==> src/hw/rtl/bpa_pkg.sv <==
// Shared types, codes and constants of the buddy page allocator.
package bpa_pkg;

    // Default sizes of the pool.
    localparam int MAX_PAGES_DEF  = 32768;
    localparam int NUM_RANKS_DEF  = 16;
    localparam int PAGE_BYTES_DEF = 4096;

    // Fixed field widths.
    localparam int ADDR_W       = 48;
    localparam int CMD_W        = 2;
    localparam int RANK_IN_W    = 5;
    localparam int STATUS_W     = 2;
    localparam int VALUE_W      = 16;
    localparam int COUNT_W      = 16;
    localparam int STORE_RANK_W = 4;
    localparam int CFG_IDX_W    = 1;
    localparam int CFG_DATA_W   = 48;
    localparam int TOTAL_IN_W   = 16;

    typedef enum logic [CMD_W-1:0] {
        CMD_ALLOC = 2'd0,
        CMD_FREE  = 2'd1,
        CMD_QUERY = 2'd2,
        CMD_COUNT = 2'd3
    } cmd_t;

    typedef enum logic [STATUS_W-1:0] {
        ST_OK    = 2'd0,
        ST_INVAL = 2'd1,
        ST_NOSPC = 2'd2
    } status_t;

    typedef enum logic [1:0] {
        HK_NONE = 2'd0,
        HK_FREE = 2'd1,
        HK_USED = 2'd2
    } head_kind_t;

    typedef enum logic [CFG_IDX_W-1:0] {
        REG_POOL_BASE   = 1'b0,
        REG_TOTAL_PAGES = 1'b1
    } cfg_reg_t;

    // One entry of the page store: head kind and stored rank.
    typedef struct packed {
        head_kind_t               kind;
        logic [STORE_RANK_W-1:0]  rank;
    } page_entry_t;

    localparam int ENTRY_W = $bits(page_entry_t);

    typedef enum logic [4:0] {
        CS_CLEAR,
        CS_HEADS,
        CS_IDLE,
        CS_DECODE,
        CS_DIV,
        CS_PCHK,
        CS_PUSE,
        CS_MCHK,
        CS_MUSE,
        CS_MLO,
        CS_ARANK,
        CS_AREAD,
        CS_ACHK,
        CS_ASPLIT,
        CS_ASPLIT_HI,
        CS_AMARK,
        CS_AADDR,
        CS_FINISH
    } ctrl_state_t;

    // Datapath operations, one per cycle.
    typedef enum logic [4:0] {
        OP_NONE,
        OP_CLR_STEP,
        OP_HEAD_STEP,
        OP_LATCH,
        OP_SET_INVAL,
        OP_SET_NOSPC,
        OP_SET_COUNT,
        OP_DIV_STEP,
        OP_READ_P,
        OP_SET_QUERY,
        OP_FREE_MARK,
        OP_READ_BUD,
        OP_MERGE_HI,
        OP_MERGE_LO,
        OP_RANK_INC,
        OP_SCAN_INIT,
        OP_READ_O,
        OP_SCAN_INC,
        OP_SPLIT_LO,
        OP_SPLIT_HI,
        OP_MARK_USED,
        OP_SET_ADDR,
        OP_PUSH
    } dp_op_t;

    // Status flags from the datapath to the controller.
    typedef struct packed {
        cmd_t cmd;
        logic rank_bad;
        logic addr_pre_ok;
        logic div_last;
        logic page_ok;
        logic rd_used;
        logic count_zero;
        logic rank_end;
        logic scan_end;
        logic rd_match_i;
        logic split_done;
        logic merge_stop;
        logic bud_match;
        logic clr_last;
        logic heads_last;
        logic rebuild_req;
        logic out_free;
    } dp_status_t;

endpackage

==> src/hw/rtl/bpa_ctrl.sv <==
// Controller state machine of the buddy page allocator.
module bpa_ctrl
    import bpa_pkg::*;
(
    input  logic       clk,
    input  logic       rst_n,
    input  dp_status_t st,
    input  logic       cmd_valid,
    output logic       cmd_stall,
    output dp_op_t     op
);

    ctrl_state_t state_reg;
    ctrl_state_t state_next;

    // State register.
    always_ff @(posedge clk or negedge rst_n)
    begin
        if (!rst_n)
        begin
            state_reg <= CS_CLEAR;
        end
        else
        begin
            state_reg <= state_next;
        end
    end

    // Next state and datapath operation.
    always_comb
    begin
        state_next = state_reg;
        op         = OP_NONE;
        cmd_stall  = (state_reg != CS_IDLE);
        unique case (state_reg)
            CS_CLEAR:
            begin
                op = OP_CLR_STEP;
                if (st.clr_last)
                begin
                    state_next = CS_HEADS;
                end
            end
            CS_HEADS:
            begin
                op = OP_HEAD_STEP;
                if (st.heads_last)
                begin
                    state_next = CS_IDLE;
                end
            end
            CS_IDLE:
            begin
                if (cmd_valid)
                begin
                    op         = OP_LATCH;
                    state_next = CS_DECODE;
                end
            end
            CS_DECODE:
            begin
                unique case (st.cmd)
                    CMD_ALLOC:
                    begin
                        if (st.rank_bad)
                        begin
                            op         = OP_SET_INVAL;
                            state_next = CS_FINISH;
                        end
                        else
                        begin
                            state_next = CS_ARANK;
                        end
                    end
                    CMD_COUNT:
                    begin
                        op         = st.rank_bad ? OP_SET_INVAL : OP_SET_COUNT;
                        state_next = CS_FINISH;
                    end
                    default:
                    begin
                        if (st.addr_pre_ok)
                        begin
                            state_next = CS_DIV;
                        end
                        else
                        begin
                            op         = OP_SET_INVAL;
                            state_next = CS_FINISH;
                        end
                    end
                endcase
            end
            CS_DIV:
            begin
                op = OP_DIV_STEP;
                if (st.div_last)
                begin
                    state_next = CS_PCHK;
                end
            end
            CS_PCHK:
            begin
                if (st.page_ok)
                begin
                    op         = OP_READ_P;
                    state_next = CS_PUSE;
                end
                else
                begin
                    op         = OP_SET_INVAL;
                    state_next = CS_FINISH;
                end
            end
            CS_PUSE:
            begin
                if (st.cmd == CMD_QUERY)
                begin
                    op         = OP_SET_QUERY;
                    state_next = CS_FINISH;
                end
                else if (st.rd_used)
                begin
                    op         = OP_FREE_MARK;
                    state_next = CS_MCHK;
                end
                else
                begin
                    op         = OP_SET_INVAL;
                    state_next = CS_FINISH;
                end
            end
            CS_MCHK:
            begin
                if (st.merge_stop)
                begin
                    state_next = CS_FINISH;
                end
                else
                begin
                    op         = OP_READ_BUD;
                    state_next = CS_MUSE;
                end
            end
            CS_MUSE:
            begin
                if (st.bud_match)
                begin
                    op         = OP_MERGE_HI;
                    state_next = CS_MLO;
                end
                else
                begin
                    state_next = CS_FINISH;
                end
            end
            CS_MLO:
            begin
                op         = OP_MERGE_LO;
                state_next = CS_MCHK;
            end
            CS_ARANK:
            begin
                if (st.rank_end)
                begin
                    op         = OP_SET_NOSPC;
                    state_next = CS_FINISH;
                end
                else if (st.count_zero)
                begin
                    op = OP_RANK_INC;
                end
                else
                begin
                    op         = OP_SCAN_INIT;
                    state_next = CS_AREAD;
                end
            end
            CS_AREAD:
            begin
                if (st.scan_end)
                begin
                    op         = OP_RANK_INC;
                    state_next = CS_ARANK;
                end
                else
                begin
                    op         = OP_READ_O;
                    state_next = CS_ACHK;
                end
            end
            CS_ACHK:
            begin
                if (st.rd_match_i)
                begin
                    state_next = CS_ASPLIT;
                end
                else
                begin
                    op         = OP_SCAN_INC;
                    state_next = CS_AREAD;
                end
            end
            CS_ASPLIT:
            begin
                if (st.split_done)
                begin
                    state_next = CS_AMARK;
                end
                else
                begin
                    op         = OP_SPLIT_LO;
                    state_next = CS_ASPLIT_HI;
                end
            end
            CS_ASPLIT_HI:
            begin
                op         = OP_SPLIT_HI;
                state_next = CS_ASPLIT;
            end
            CS_AMARK:
            begin
                op         = OP_MARK_USED;
                state_next = CS_AADDR;
            end
            CS_AADDR:
            begin
                op         = OP_SET_ADDR;
                state_next = CS_FINISH;
            end
            CS_FINISH:
            begin
                if (st.out_free)
                begin
                    op         = OP_PUSH;
                    state_next = CS_IDLE;
                end
            end
            default:
            begin
                state_next = CS_IDLE;
            end
        endcase

        // A page-count write restarts the rebuild.
        if (st.rebuild_req)
        begin
            state_next = CS_CLEAR;
        end
    end

    // The rebuild sweep ends only into the head pass.
    a_clear_to_heads: assert property (@(posedge clk) disable iff (!rst_n)
        (state_reg == CS_CLEAR && st.clr_last && !st.rebuild_req) |=> (state_reg == CS_HEADS))
        else $error("clear sweep did not move to head pass");

    // An accepted item always leaves idle for decode.
    a_accept_decode: assert property (@(posedge clk) disable iff (!rst_n)
        (cmd_valid && !cmd_stall && !st.rebuild_req) |=> (state_reg == CS_DECODE))
        else $error("accepted item not decoded");

    // A result is pushed only from the finish state.
    a_push_finish: assert property (@(posedge clk) disable iff (!rst_n)
        (op == OP_PUSH) |-> (state_reg == CS_FINISH))
        else $error("result pushed outside finish");

endmodule
==> config.mk <==
export PLATFORM = sky130hd
export DESIGN_NAME = bpa_ctrl
export DESIGN_NICKNAME = d
export VERILOG_FILES = /design/src/hw/rtl/bpa_pkg.sv /design/src/hw/rtl/bpa_ctrl.sv
export SDC_FILE = /design/constraint.sdc
export NUM_CORES = 1
export LEC_CHECK = 0
export ABC_CLOCK_PERIOD_IN_PS = 4800
export BUFFER_PORTS_ARGS = -buffer_cell sky130_fd_sc_hd__buf_2
export CAP_MARGIN = 40
export CELL_PAD_IN_SITES_DETAIL_PLACEMENT = 1
export CELL_PAD_IN_SITES_GLOBAL_PLACEMENT = 2
export CORE_MARGIN = 10
export CORE_UTILIZATION = 30
export DETAILED_ROUTE_END_ITERATION = 10
export PLACE_DENSITY = 0.92
export SYNTH_ARGS = -nofsm -noshare
export SYNTH_HDL_FRONTEND = slang
export SYNTH_SLANG_ARGS = --single-unit
==> constraint.sdc <==
create_clock -name clk -period 4.8 [get_ports clk]
set_input_delay 0.24 -clock clk [delete_from_list [all_inputs] [get_ports clk]]
set_output_delay 0.24 -clock clk [all_outputs]
set_load 0.01 [all_outputs]
==> impl_metrics.yaml, run 1 <==
die:
  die_x_um: 78.1
  die_area_um2: 6100
  die_h_um: 78.1
  start_util: 0.306
  core_um2: 3310
  num_rows: 21
  ios: 27
power_and_ir_drop:
  p_comb_frac: 0.622
  power_density_nw_per_um2: 343
  peakVddDrop_mv: 0.125
  sw_frac_of_total: 0.531
  clkPwrFrac: 0.118
  cellLeakagePower_nw: 0.459
  power_frac_seq: 0.260
  intPower_mw: 0.187
  fin_total_pwr_mw: 0.400
  p_sw_mw: 0.212
cts:
  clockRootBuffer: "clkbuf_4"
  cts_buffer_depth: 2
  ctsHoldBuffers: 1
  clkSlewWorstSetupHoldPaths_ns: 0.04
  cts_setup_buffers: 0
  cts_tree: "yes"
  cts_buffers: 3
  clock_sinks: 5
  worstSkewPairLatency_ns: 0.24
  cts-htree-levels: 1
  cts_resized: 0
detailed_routing:
  via_per_inst: 5.67
  drt_iter0_markers: 156
  wl_per_cell_um: 17.4
  post-route-drc-count: 0
  drtAntennaViolNets: 0
  firstDrtPassIters: 4
  vias: 1225
  routed_wl_um: 3770
global_routing:
  grt_pass1_vias: 1307
  grt_pass1_wl_um: 6570
  antenna_found_initial: 0
  grt_usage: 0.127
  grt_max_degree: 25
  grt_overflow: 0
worst_setup_path:
  critPathRequiredTime_ns: 4.56
  arrival_ns: 2.19
  cp_max_fo: 20
  crit_path_start_kind: "flop"
  endpoint_kind: "output pin"
  crit_type: "reg2out"
sta:
  worst_pin_slew_ns: 0.717
  hold_viol: 0
  fmax_ghz: 0.412
  worst_slack_ns: 2.37
  setup_violations: 0
  min_period_over_period: 0.506
  slew-limit-headroom: 0.522
  final.setup_skew_ns: 0.000634
  finalSetupTns_ns: 0
  slew_violations: 0
  grt_setup_unrepaired: "no"
  whs_ns: 0.226
  period_needed_ns: 2.43
hold_path:
  min_path_type: "in2reg"
yosys:
  synth_area_leaders: "dfrtp_1 12%, a21oi_1 6.4%, nor2_1 6.3%"
  synth_mux_area_frac: 0
  netlist_top_cells_count: "17 x nor2_1, 16 x nand2_1, 13 x a21oi_1"
  synthesis.nets: 174
  netlist.area_leader.share: 0.124
  synth_fa_ha_area_frac: 0.0371
  yosys_warnings: 0
  synth_edf_count: 0
  synth_cell_types: 46
  synth_top_area_cell: "dfrtp_1"
  ys.flop_type: "dfrtp_1"
  synth_top_family_by_area: "simple AND/OR/NAND/NOR gates"
  async_flop_share: 1.00
  synthesis.area_um2: 1010
  synth_most_common_cell: "nor2_1"
  synthXorXnorAreaFrac: 0.00865
  ys_seq_area_frac: 0.124
  syn_area_per_cell_um2: 6.75
  synth_compound_area_frac: 0.334
  synthSimpleGateAreaFrac: 0.404
  synth-seq-cells: 5
  syn_inst: 150
finish:
  largest_reg_flops: 5
  drive_above_1_share: 0.218
  area_growth_pct: 15.1
  multi_input_area_um2: 793
  fillers: 455
  final_cell_area_um2: 1160
  nets: 195
  insertedDiodeCount: 0
  seqCellArea_um2: 125
place:
  dpl_worst_slack_ns: 2.62
  port_buffers: 26
  postPlaceCellArea_um2: 1130
  gp_congestion: 0.895
  dp_hpwl_um: 3100
flow_run:
  maxCapViolations: 0
status:
  status: "finished, final reports clean"
-- path summary, 6_finish.rpt --
path / startpoint / end / slack [ns] / cells after the start
setup / recovery: state_reg[2] / op[2] / 2.37 / 5
hold / removal: st[1] / state_reg[3] / 0.23 / 2
min in group asynchronous: rst_n / state_reg[4] / 0.35 / 2
hold reg to reg: state_reg[1] / state_reg[4] / 0.93 / 2
max in group asynchronous: rst_n / state_reg[1] / 4.32 / 2
setup reg to reg: state_reg[0] / state_reg[1] / 2.73 / 5
-- logic make-up after synthesis --
group / Yosys count
AND/OR/NAND/NOR: 75
flip-flops: 5
AO/OA/AOI/OAI: 49
adder cells (fa/ha/maj): 3
XOR/XNOR: 1
buffers and inverters: 17
-- cell type report --
| type | instances | share of cell area |
|---|---|---|
| Multi-Input combinational cell | 128 | 0.681 |
| Timing Repair Buffer | 27 | 0.120 |
| Sequential cell | 5 | 0.107 |
| Clock buffer | 4 | 0.0226 |
| Inverter | 6 | 0.0193 |
| Tap cell | 46 | 0.0494 |
-- power by group through the flow --
stage	Clock, mW	Sequential, mW	Combinational, mW
after global routing	0.0515	0.113	0.283
after CTS	0.0473	0.104	0.249
after global placement	0	0.101	0.239
final	0.0470	0.104	0.249
after floorplan	0	0.0575	0.220
after detailed placement	0	0.105	0.248
-- routing by layer --
metal | GRT usage | routed length (um) | vias to the layer above
met4 | 0.0341 | 36 | 0
met1 | 0.170 | 1720 | 583
met5 | 0 | 0 | -
met3 | 0.0273 | 267 | 4
li1 | - | - | 594
met2 | 0.198 | 1740 | 44
-- critical path, stage by stage, from the launching register on --
cell	delay [ns]
dfrtp_1	0.75
or3b_1	0.56
o32ai_2	0.28
nor2_1	0.10
o221ai_1	0.08
buf_2	0.18
-- placed cells by master, fill, tap and decap left out, types with 5 or more instances in the layout --
master,n
nor2_1,17
nor2b_1,8
o21ai_0,8
nor3_1,5
nand2_1,16
dfrtp_1,5
a21oi_1,13
inv_1,6
nand2b_1,7
buf_2,26
-- metrics by stage --
step                      utilization  std cells
after floorplan                     -        150
after global placement          0.341        211
after detailed placement        0.341        211
after CTS                       0.352        216
after global routing            0.352        216
final                           0.352        216
Note: power is estimated with default switching activity, not from simulation.
==> inputs of run 2 (changes only) <==
--- a/config.mk
+++ b/config.mk
@@ -5,15 +5,16 @@
 export SDC_FILE = /design/constraint.sdc
 export NUM_CORES = 1
 export LEC_CHECK = 0
-export ABC_CLOCK_PERIOD_IN_PS = 4800
+export ABC_AREA = 1
+export ABC_CLOCK_PERIOD_IN_PS = 2000
 export BUFFER_PORTS_ARGS = -buffer_cell sky130_fd_sc_hd__buf_2
 export CAP_MARGIN = 40
 export CELL_PAD_IN_SITES_DETAIL_PLACEMENT = 1
 export CELL_PAD_IN_SITES_GLOBAL_PLACEMENT = 2
 export CORE_MARGIN = 10
-export CORE_UTILIZATION = 30
+export CORE_UTILIZATION = 22
 export DETAILED_ROUTE_END_ITERATION = 10
-export PLACE_DENSITY = 0.92
+export PLACE_DENSITY = 0.82
 export SYNTH_ARGS = -nofsm -noshare
 export SYNTH_HDL_FRONTEND = slang
 export SYNTH_SLANG_ARGS = --single-unit
==> constraint.sdc (replaced) <==
create_clock -name clk -period 2 [get_ports clk]
set_input_delay 0.1 -clock clk [delete_from_list [all_inputs] [get_ports clk]]
set_output_delay 0.1 -clock clk [all_outputs]
set_load 0.01 [all_outputs]
==> impl_metrics.yaml, run 2 <==
power_and_ir_drop:
  cellLeakagePower_nw: 0.743
  fin_total_pwr_mw: 1.08
  peakVddDrop_mv: 0.196
  power_density_nw_per_um2: 847
yosys:
  netlist.area_leader.share: 0.203
  synth_area_leaders: "nand2_1 20%, nor2_1 14%, inv_1 13%"
  syn_inst: 193
  ys.flop_type: "dfrtp_1"
  synth_cell_types: 25
  synth_most_common_cell: "nand2_1"
  synth_mux_area_frac: 0
  synthesis.nets: 217
  netlist_top_cells_count: "54 x nand2_1, 36 x nor2_1, 34 x inv_1"
  synth_top_area_cell: "nand2_1"
  synthesis.area_um2: 997
  synth_fa_ha_area_frac: 0.0376
  yosys_warnings: 0
  synth_top_family_by_area: "simple AND/OR/NAND/NOR gates"
  async_flop_share: 1.00
  synthXorXnorAreaFrac: 0
  syn_area_per_cell_um2: 5.17
  synth-seq-cells: 5
  synth_compound_area_frac: 0.0853
  synth_edf_count: 0
  synthSimpleGateAreaFrac: 0.609
  ys_seq_area_frac: 0.125
worst_setup_path:
  crit_buf_inv: 1
  arrival_ns: 1.73
  cp_max_fo: 7
  endpoint_kind: "output pin"
  cpLargestDelayFamily: "simple AND/OR/NAND/NOR gates"
  crit_path_start_kind: "flop"
  reg2reg_depth: 8
  cp_slowest_stage_delay_ns: 0.53
  crit_path_top_delay_cell: "dfrtp_1"
  crit_type: "reg2out"
  critPathRequiredTime_ns: 1.90
  rr_startpoint: "state_reg[0]"
  r2r_slack_ns: 0.35
  cp.depth: 7
  cp_cell_sequence: "nand2_1, nor2_4, nand2_1, nand3_1, nor3_1, nand3_1, buf_2"
  r2r-end: "state_reg[1]"
detailed_routing:
  wl_per_cell_um: 15.1
  drtAntennaViolNets: 0
  drt_iter0_markers: 85
  via_per_inst: 4.71
  routed_wl_um: 4210
  vias: 1309
  post-route-drc-count: 0
  firstDrtPassIters: 4
hold_path:
  hp-start: "st[1]"
  min_path_cells: 2
  min_path_type: "in2reg"
  whs_endpoint: "state_reg[2]"
place:
  dp_hpwl_um: 3630
  port_buffers: 26
  gp_congestion: 0.927
cts:
  worstSkewPairLatency_ns: 0.22
  cts_setup_buffers: 0
  clock_sinks: 5
  cts_tree: "yes"
  cts_buffer_depth: 2
  cts_buffers: 3
  clockRootBuffer: "clkbuf_8"
  clkSlewWorstSetupHoldPaths_ns: 0.04
  cts-htree-levels: 1
sta:
  min_period_over_period: 0.913
  grt_setup_unrepaired: "no"
  setup_violations: 0
  fmax_ghz: 0.548
  finalSetupTns_ns: 0
  worst_pin_slew_ns: 0.344
  hold_viol: 0
  final.setup_skew_ns: 0.00270
  slew-limit-headroom: 0.770
  period_needed_ns: 1.83
  slew_violations: 0
finish:
  largest_reg_flops: 5
  insertedDiodeCount: 0
  nets: 251
  multi_input_area_um2: 744
  drive_above_1_share: 0.204
  final_common_cell: "nand2_1"
  fillers: 606
  seqCellArea_um2: 126
  final_cell_mix: "54 x nand2_1, 34 x inv_1, 34 x nor2_1"
  area_growth_pct: 27.9
global_routing:
  grt_pass1_wl_um: 6670
  grt_overflow: 0
  antenna_found_initial: 0
  grt_max_degree: 12
  grt_pass1_vias: 1399
  grt_usage: 0.110
status:
  status: "finished, final reports clean"
flow_run:
  maxCapViolations: 0
die:
  num_rows: 24
  core_um2: 4380
  die_h_um: 87.3
  die_x_um: 87.3
  die_area_um2: 7630
  start_util: 0.227
  ios: 27
-- run 2: cell count changes after synthesis, sizes merged, moves of 4 or more --
cell / before / now
nand3: 1 / 21
a21oi: 13 / 6
nand2b: 7 / 0
nand4: 1 / 5
nor2b: 8 / 0
buf: 11 / 1
o21ai: 9 / 3
nor2: 17 / 43
nand2: 17 / 55
inv: 6 / 35
-- run 2: metrics by stage --
step / utilization / hold WS [ns] / setup slack (ns) / std cells / area, um^2
after global routing: 0.291 / 0.119 / 0.0356 / 278 / 1270
after floorplan: - / -0.196 / 0.615 / 193 / 997
after CTS: 0.288 / 0.110 / 0.0769 / 278 / 1260
final: 0.291 / 0.111 / 0.174 / 278 / 1270
after global placement: 0.275 / -0.0839 / 0.195 / 273 / 1200
after detailed placement: 0.275 / -0.0808 / 0.215 / 273 / 1200
-- run 2: metal layers --
metal | routed length [um] | share of wire | GRT usage
met3 | 109 | 0.026 | 0.0243
met5 | 0 | 0 | 0
met2 | 2160 | 0.51 | 0.197
met1 | 1920 | 0.46 | 0.131
met4 | 18 | 0.0043 | 0.0145
-- run 2: layout make-up --
class | count | area share
tap | 52 | 0.0510
multi-input combinational | 152 | 0.584
timing repair buffer | 30 | 0.128
sequential | 5 | 0.0991
clock buffer | 4 | 0.0353
inverter | 35 | 0.103
-- run 2: repair_timing --
item,4_1_cts,5_1_grt
pin swaps,0,0
resized for setup,1,4
hold buffers,1,0
hold endpoints to repair,5,0
endpoints found under the setup margin,3,4
-- run 2: worst max path at each step --
stage / startpoint / to / slack, ns
finish: state_reg[0] / op[1] / 0.17
global route: state_reg[1] / op[0] / 0.04
CTS: state_reg[1] / op[2] / 0.08
detailed placement: state_reg[3] / op[1] / 0.22
global placement: state_reg[3] / op[2] / 0.20
floorplan: state_reg[1] / state_reg[0] / 0.61
-- run 2: logic make-up (layout without fill, tap and decap cells) --
group | Yosys count | in the layout
compound gates | 14 | 14
fa+ha+maj | 3 | 3
buf+inv | 36 | 69
flops | 5 | 5
simple gates | 135 | 135
-- run 2: power by group --
| group | leakage (nW) | internal [mW] | switching [mW] |
|---|---|---|---|
| Sequential | 0.0663 | 0.127 | 0.0696 |
| Clock | 0.0228 | 0.137 | 0.0542 |
| Combinational | 0.654 | 0.234 | 0.459 |
| Total | 0.743 | 0.498 | 0.582 |
